**config.mk**
```make
export PLATFORM = sky130hd
export DESIGN_NAME = spp_fill_track
export DESIGN_NICKNAME = d
export VERILOG_FILES = /design/src/hw/rtl/spp_pkg.sv /design/src/hw/rtl/spp_fill_track.sv
export SDC_FILE = /design/constraint.sdc
export NUM_CORES = 1
export LEC_CHECK = 0
export BUFFER_PORTS_ARGS = -buffer_cell sky130_fd_sc_hd__buf_2
export CORE_ASPECT_RATIO = 1.1
export CORE_MARGIN = 2
export CORE_UTILIZATION = 48
export CTS_CLUSTER_SIZE = 25
export DETAILED_ROUTE_END_ITERATION = 6
export PLACE_DENSITY = 0.82
export SLEW_MARGIN = 20
export SYNTH_ARGS = -nofsm -noshare
export SYNTH_HDL_FRONTEND = slang
export SYNTH_SLANG_ARGS = --single-unit
```
**constraint.sdc**
```tcl
create_clock -name clk_i -period 4 [get_ports clk_i]
set_input_delay 0.8 -clock clk_i [delete_from_list [all_inputs] [get_ports clk_i]]
set_output_delay 0.8 -clock clk_i [all_outputs]
set_load 0.005 [all_outputs]
```
**src/hw/rtl/spp_pkg.sv**
```systemverilog
// Shared types, constants and rounding helper for the stereo ping-pong delay.
// Used by every module of the block; depends on nothing.
package spp_pkg;

  localparam int MAX_DELAY  = 32768;
  localparam int ADDR_W     = $clog2(MAX_DELAY);
  localparam int SAMPLE_W   = 16;
  localparam int FRAC_W     = 15;
  localparam int GAIN_W     = 16;
  localparam int DELAY_W    = 15;
  localparam int FB_W       = 15;
  localparam int ACC_W      = SAMPLE_W + GAIN_W + 2;
  localparam int CFG_IDX_W  = 4;
  localparam int CFG_DATA_W = 16;

  localparam logic [GAIN_W-1:0]  GAIN_ONE    = GAIN_W'(1 << FRAC_W);
  localparam logic [FB_W-1:0]    FB_CAP      = FB_W'(26214);
  localparam logic [DELAY_W-1:0] DELAY_RESET = DELAY_W'(20000);

  // Register indexes on the configuration port
  localparam logic [CFG_IDX_W-1:0] CFG_ENABLE   = CFG_IDX_W'(0);
  localparam logic [CFG_IDX_W-1:0] CFG_DELAY    = CFG_IDX_W'(1);
  localparam logic [CFG_IDX_W-1:0] CFG_WET      = CFG_IDX_W'(2);
  localparam logic [CFG_IDX_W-1:0] CFG_FEEDBACK = CFG_IDX_W'(3);

  localparam logic signed [ACC_W-1:0] ROUND_HALF = ACC_W'(1 << (FRAC_W - 1));
  localparam logic signed [ACC_W-1:0] SAT_HI     = ACC_W'((1 << (SAMPLE_W - 1)) - 1);
  localparam logic signed [ACC_W-1:0] SAT_LO     = -ACC_W'(1 << (SAMPLE_W - 1));

  typedef logic signed [SAMPLE_W-1:0] sample_t;

  typedef struct packed {
    sample_t in_left;
    sample_t in_right;
  } in_word_t;

  typedef struct packed {
    sample_t out_left;
    sample_t out_right;
  } out_word_t;

  typedef struct packed {
    sample_t left;
    sample_t right;
  } line_pair_t;

  typedef struct packed {
    logic [ADDR_W-1:0] rd_addr;
    logic [ADDR_W-1:0] wr_addr;
    logic              entry_ok;
  } ptr_t;

  // Round half up at the Q15 point, then clamp to the sample range.
  function automatic sample_t sat_round(input logic signed [ACC_W-1:0] v);
    logic signed [ACC_W-1:0] t;
    t = (v + ROUND_HALF) >>> FRAC_W;
    if (t > SAT_HI) begin
      return SAT_HI[SAMPLE_W-1:0];
    end else if (t < SAT_LO) begin
      return SAT_LO[SAMPLE_W-1:0];
    end
    return t[SAMPLE_W-1:0];
  endfunction

endpackage

```
**src/hw/rtl/spp_fill_track.sv**
```systemverilog
// Write pointer, read address and fill mark for the delay lines.
// An entry reads as zero until the pointer has passed it once. Depends on spp_pkg.
module spp_fill_track
  import spp_pkg::*;
(
  input  logic               clk_i,
  input  logic               rst_ni,
  input  logic               step_i,
  input  logic [DELAY_W-1:0] delay_i,
  output ptr_t               ptr_o
);

  logic [ADDR_W-1:0] wp_q, wp_d;
  logic              wrap_q, wrap_d;
  logic [ADDR_W-1:0] rd_addr;

  assign rd_addr = wp_q - ADDR_W'(delay_i);

  always_comb begin
    wp_d   = wp_q;
    wrap_d = wrap_q;
    if (step_i) begin
      wp_d = wp_q + ADDR_W'(1);
      if (&wp_q) begin
        wrap_d = 1'b1;
      end
    end
  end

  always_ff @(posedge clk_i or negedge rst_ni) begin
    if (!rst_ni) begin
      wp_q   <= '0;
      wrap_q <= 1'b0;
    end else begin
      wp_q   <= wp_d;
      wrap_q <= wrap_d;
    end
  end

  assign ptr_o.rd_addr  = rd_addr;
  assign ptr_o.wr_addr  = wp_q;
  assign ptr_o.entry_ok = wrap_q || (rd_addr < wp_q);

  a_wrap_sticky: assert property (@(posedge clk_i) disable iff (!rst_ni)
    wrap_q |=> wrap_q)
    else $error("fill mark dropped after wrap");

  a_wp_hold: assert property (@(posedge clk_i) disable iff (!rst_ni)
    !step_i |=> $stable(wp_q))
    else $error("write pointer moved without a frame");

endmodule

```
### After elaboration in Yosys (flattened, before gate mapping)

Index checks and enable logic that the tools add are counted.

* logic and storage cells: 7
* output and inout port bits: 31
* register bits after elaboration: 16

* add/sub/neg operators: 2
* $lt $le $gt $ge: 1
* reduce and logical (&&, ||, !) cells: 2

Operators with widths (count)
* 16-bit AND reduction: 1
* 15-bit by 1-bit adder with 15-bit output (second input constant): 1
* 15-bit < comparator: 1
* 15-bit subtractor: 1
* 1-bit logical OR: 1

### Longest topological paths before layout

* word-level depth: 3
* mapped depth: 15
* mapped depth without buffers: 15

### Worst setup path after synthesis

OpenSTA, ideal clock, no wires.

* kind: input-to-output
* start: input port delay_i[0]
* end: output port ptr_o[0] (netlist name)
* data arrival time: 3270 ps
* stages on the path: 14
* path buffers: 0
* slack: -70 ps
* path through: ha_1 > fa_1 > nor2b_1 > o31ai_2 > a21boi_2 > a31oi_2 > o21ai_1 > xor2_1 > ha_1 > a21o_1 > a21o_1 > a21oi_1 > o22ai_1 > a21oi_1

RTL lines
* start: declaration: RTL line spp_fill_track.sv:9 `input logic [DELAY_W-1:0] delay_i,`
* end: declaration: RTL line spp_fill_track.sv:10 `output ptr_t ptr_o`

==> impl_metrics.csv <==
group,metric,value,unit
outcome,outcome,"complete, but fails checks",
outcome,violations,"negative setup slack",
worst_setup_path,r2r-start,"wp_q[0]",
place,place_congestion,0.935,
clock_tree,cts_buffers,3,
global_route,grt_pass1_vias,1725,
layout,final_cells,340,
sta,fin_skew,0.00722,ns
synthesis,yosysWarnings,0,
synthesis,avgSynthCellArea,8.47,um2
sta,rsz0062_at_grt,"yes",
synthesis,synth-main-ff-cell,"dfrtp_1",
worst_setup_path,crit_fanout,2,
worst_setup_path,startpoint_type,"primary input",
synthesis,yosys.area_share.xor_xnor,13.7,%
route,postRouteAntennaNets,0,
synthesis,synth_fp_nets,253,
die,die_h,66.9,um
clock_tree,cts_buffer_depth,2,
worst_setup_path,cp.arrival,3.50,ns
synthesis,synth_top_family_by_area,"adder cells",
route,vias,1827,
sta,whs,0.415,ns
pwr,ir_drop,0.398,mV
place,place_area,2230,um2
synthesis,synth_top_area_share,23.2,%
route,firstDrtPassIters,4,
pwr,clkPwrFrac,7.4,%
sta,worst_pin_slew,0.358,ns
layout,drive_gt1_share,37.0,%
synthesis,yosysTopAreaCell,"dfrtp_1",
sta,period_needed,4.30,ns
layout,num_antenna_cells,0,
pwr,power.switching,608,uW
global_route,grt-ovfl-total,0,
pwr,seqPwrFrac,17.7,%
pwr,sw_frac_of_total,43.2,%
synthesis,synth.cell_area,1730,um2
clock_tree,insertion_delay,0.28,ns
clock_tree,cts_tree,"done",
synthesis,synth-simple-area-share,15.4,%
clock_tree,cts.sinks,16,
die,core_area,3390,um2
layout,layout_common_cells,"47 x buf_2, 38 x buf_4, 31 x inv_1",
layout,final_common_cell,"buf_2",
synthesis,yosysUniqueCellTypes,41,
synthesis,synth_adder_area_share,22.9,%
sta,final-hold-violation-count,0,
sta,setup_ws,-0.302,ns
synthesis,synthMuxAreaShare,0,%
synthesis,synth_edf_count,0,
synthesis,synthArstFlopShare,100,%
route,drt-initial-drc-count,125,
global_route,grt_max_degree,17,
global_route,grt_pass1_wl,7.12,mm
layout,stdcell_area,2420,um2
hold_path,hp-class,"in2async",
clock_tree,path_clk_slew,0.09,ns
route,drc,0,
worst_setup_path,end_kind,"primary output",
run,cap_violations,0,
die,fp-row-count,22,
worst_setup_path,startpoint,"delay_i[0]",
sta,timing.fmax,0.232,GHz
worst_setup_path,criticalPathCategory,"in2out",
synthesis,syn-instance-count,204,
route,wl_per_cell,13.6,um
pwr,power_density,581,nW/um2
place,dp_hpwl,3.57,mm
sta,final_max_slew_viol_count,0,
pwr,power_frac_comb,74.9,%
synthesis,ys_seq_area_share,23.2,%
die,start_util,51.0,%
place,io_buffers,48,
place,placed_cells,326,
layout,area_growth,40.2,%
clock_tree,root_buffer,"clkbuf_4",
sta,report.final.setup_viol,1,
route,wl,4.62,mm
synthesis,synth_seq_cells,16,
pwr,p_leak,0.00128,uW
sta,finalCritPeriodShare,108,%
layout,nets,342,
sta,relSlewSlack,76.1,%
worst_setup_path,worstPathRequired,3.20,ns
clock_tree,cts_max_level,1,
route,vias_per_cell,5.37,
global_route,grt_usage,23.1,%
synthesis,synth-compound-area-share,17.4,%
die,io-pin-count,49,
global_route,grt_antenna_before_repair,0,
pwr,internal_power,800,uW
synthesis,ys_top_cells_by_area,"dfrtp_1 23%, ha_1 22%, xnor2_1 10%, inv_1 6.7%, a21oi_1 4.3%",
die,die_x,61.2,um
die,dieArea,4100,um2
routing by layer:
metal	GRT usage [%]	vias up	wire, um
li1	-	885	-
met1	27.4	862	1960
met2	41.6	68	2380
met3	1.75	12	174
met4	9.51	0	110
met5	0	-	0
registers in the layout, indices dropped and copies added, names as in the netlist:
name	flops
wp_q	15
wrap_q	1
final timing paths:
| path | to | slack (ns) | cells past startpoint |
|---|---|---|---|
| setup / recovery | ptr_o[0] | -0.30 | 17 |
| min in group clk_i | wrap_q | 0.49 | 2 |
| hold reg to reg | wrap_q | 0.49 | 2 |
| setup reg to reg | wp_q[14] | 2.19 | 7 |
| hold / removal | wp_q[0] | 0.41 | 1 |
| max in group asynchronous | wp_q[7] | 3.32 | 1 |
worst max-delay path, cell delays in order:
cell      delay (ns)
buf_8           0.10
ha_4            0.15
fa_2            0.37
nor2b_4         0.16
o31ai_4         0.09
a21boi_2        0.22
buf_4           0.15
o21ai_1         0.06
nand2b_1        0.11
xor2_2          0.17
ha_1            0.27
a21o_1          0.17
a21o_1          0.18
a21oi_1         0.13
o22ai_1         0.09
a21oi_1         0.14
buf_2           0.15
metrics by stage:
| step | util [%] | worst slack (ns) | total power, uW | TNS (ns) |
|---|---|---|---|---|
| after floorplan | - | 0.00843 | 796 | 0 |
| after global placement | 66.0 | -0.238 | 1170 | -0.238 |
| after detailed placement | 66.0 | -0.340 | 1210 | -0.340 |
| after CTS | 70.1 | -0.231 | 1380 | -0.231 |
| after global routing | 71.5 | -0.393 | 1540 | -0.393 |
| final | 71.5 | -0.302 | 1410 | -0.302 |
logic make-up after synthesis:
| logic type | after synthesis |
|---|---|
| AOI/OAI and AO/OA | 44 |
| and+or+nand+nor | 52 |
| DFF | 16 |
| buffers and inverters | 34 |
| adders and majority gates | 31 |
| xor gates and xnor gates | 27 |
timing repair:
action	4_1_cts	5_1_grt
buffers inserted	7	3
endpoints found under the setup margin	1	1
gates resized for setup	8	6
hold buffers	0	0
pin swaps	14	9
layout make-up:
| cell class | instances | area (um2) |
|---|---|---|
| tap | 48 | 60.1 |
| timing repair buffer | 86 | 536 |
| multi-input combinational | 154 | 1270 |
| fill | 241 | 963 |
| inverter | 32 | 120 |
| sequential | 16 | 400 |
| clock buffer | 4 | 36.3 |
cells in the mapped netlist, types with 5 or more instances:
cell type,count
xor2_1,7
dfrtp_1,16
nand4_1,6
nand2_1,15
xnor2_1,20
nor2_1,11
nor3_1,5
inv_1,31
nand3_1,5
a21o_1,6
a21oi_1,15
ha_1,30
power by group through the flow:
stage	clock network (uW)	logic (uW)	registers, uW
2_1_floorplan	0	541	255
3_3_place_gp	0	921	249
3_5_place_dp	0	958	252
4_1_cts	106	1030	248
5_1_grt	115	1170	256
6_report	104	1050	249
Note: power is estimated with default switching activity, not from simulation.
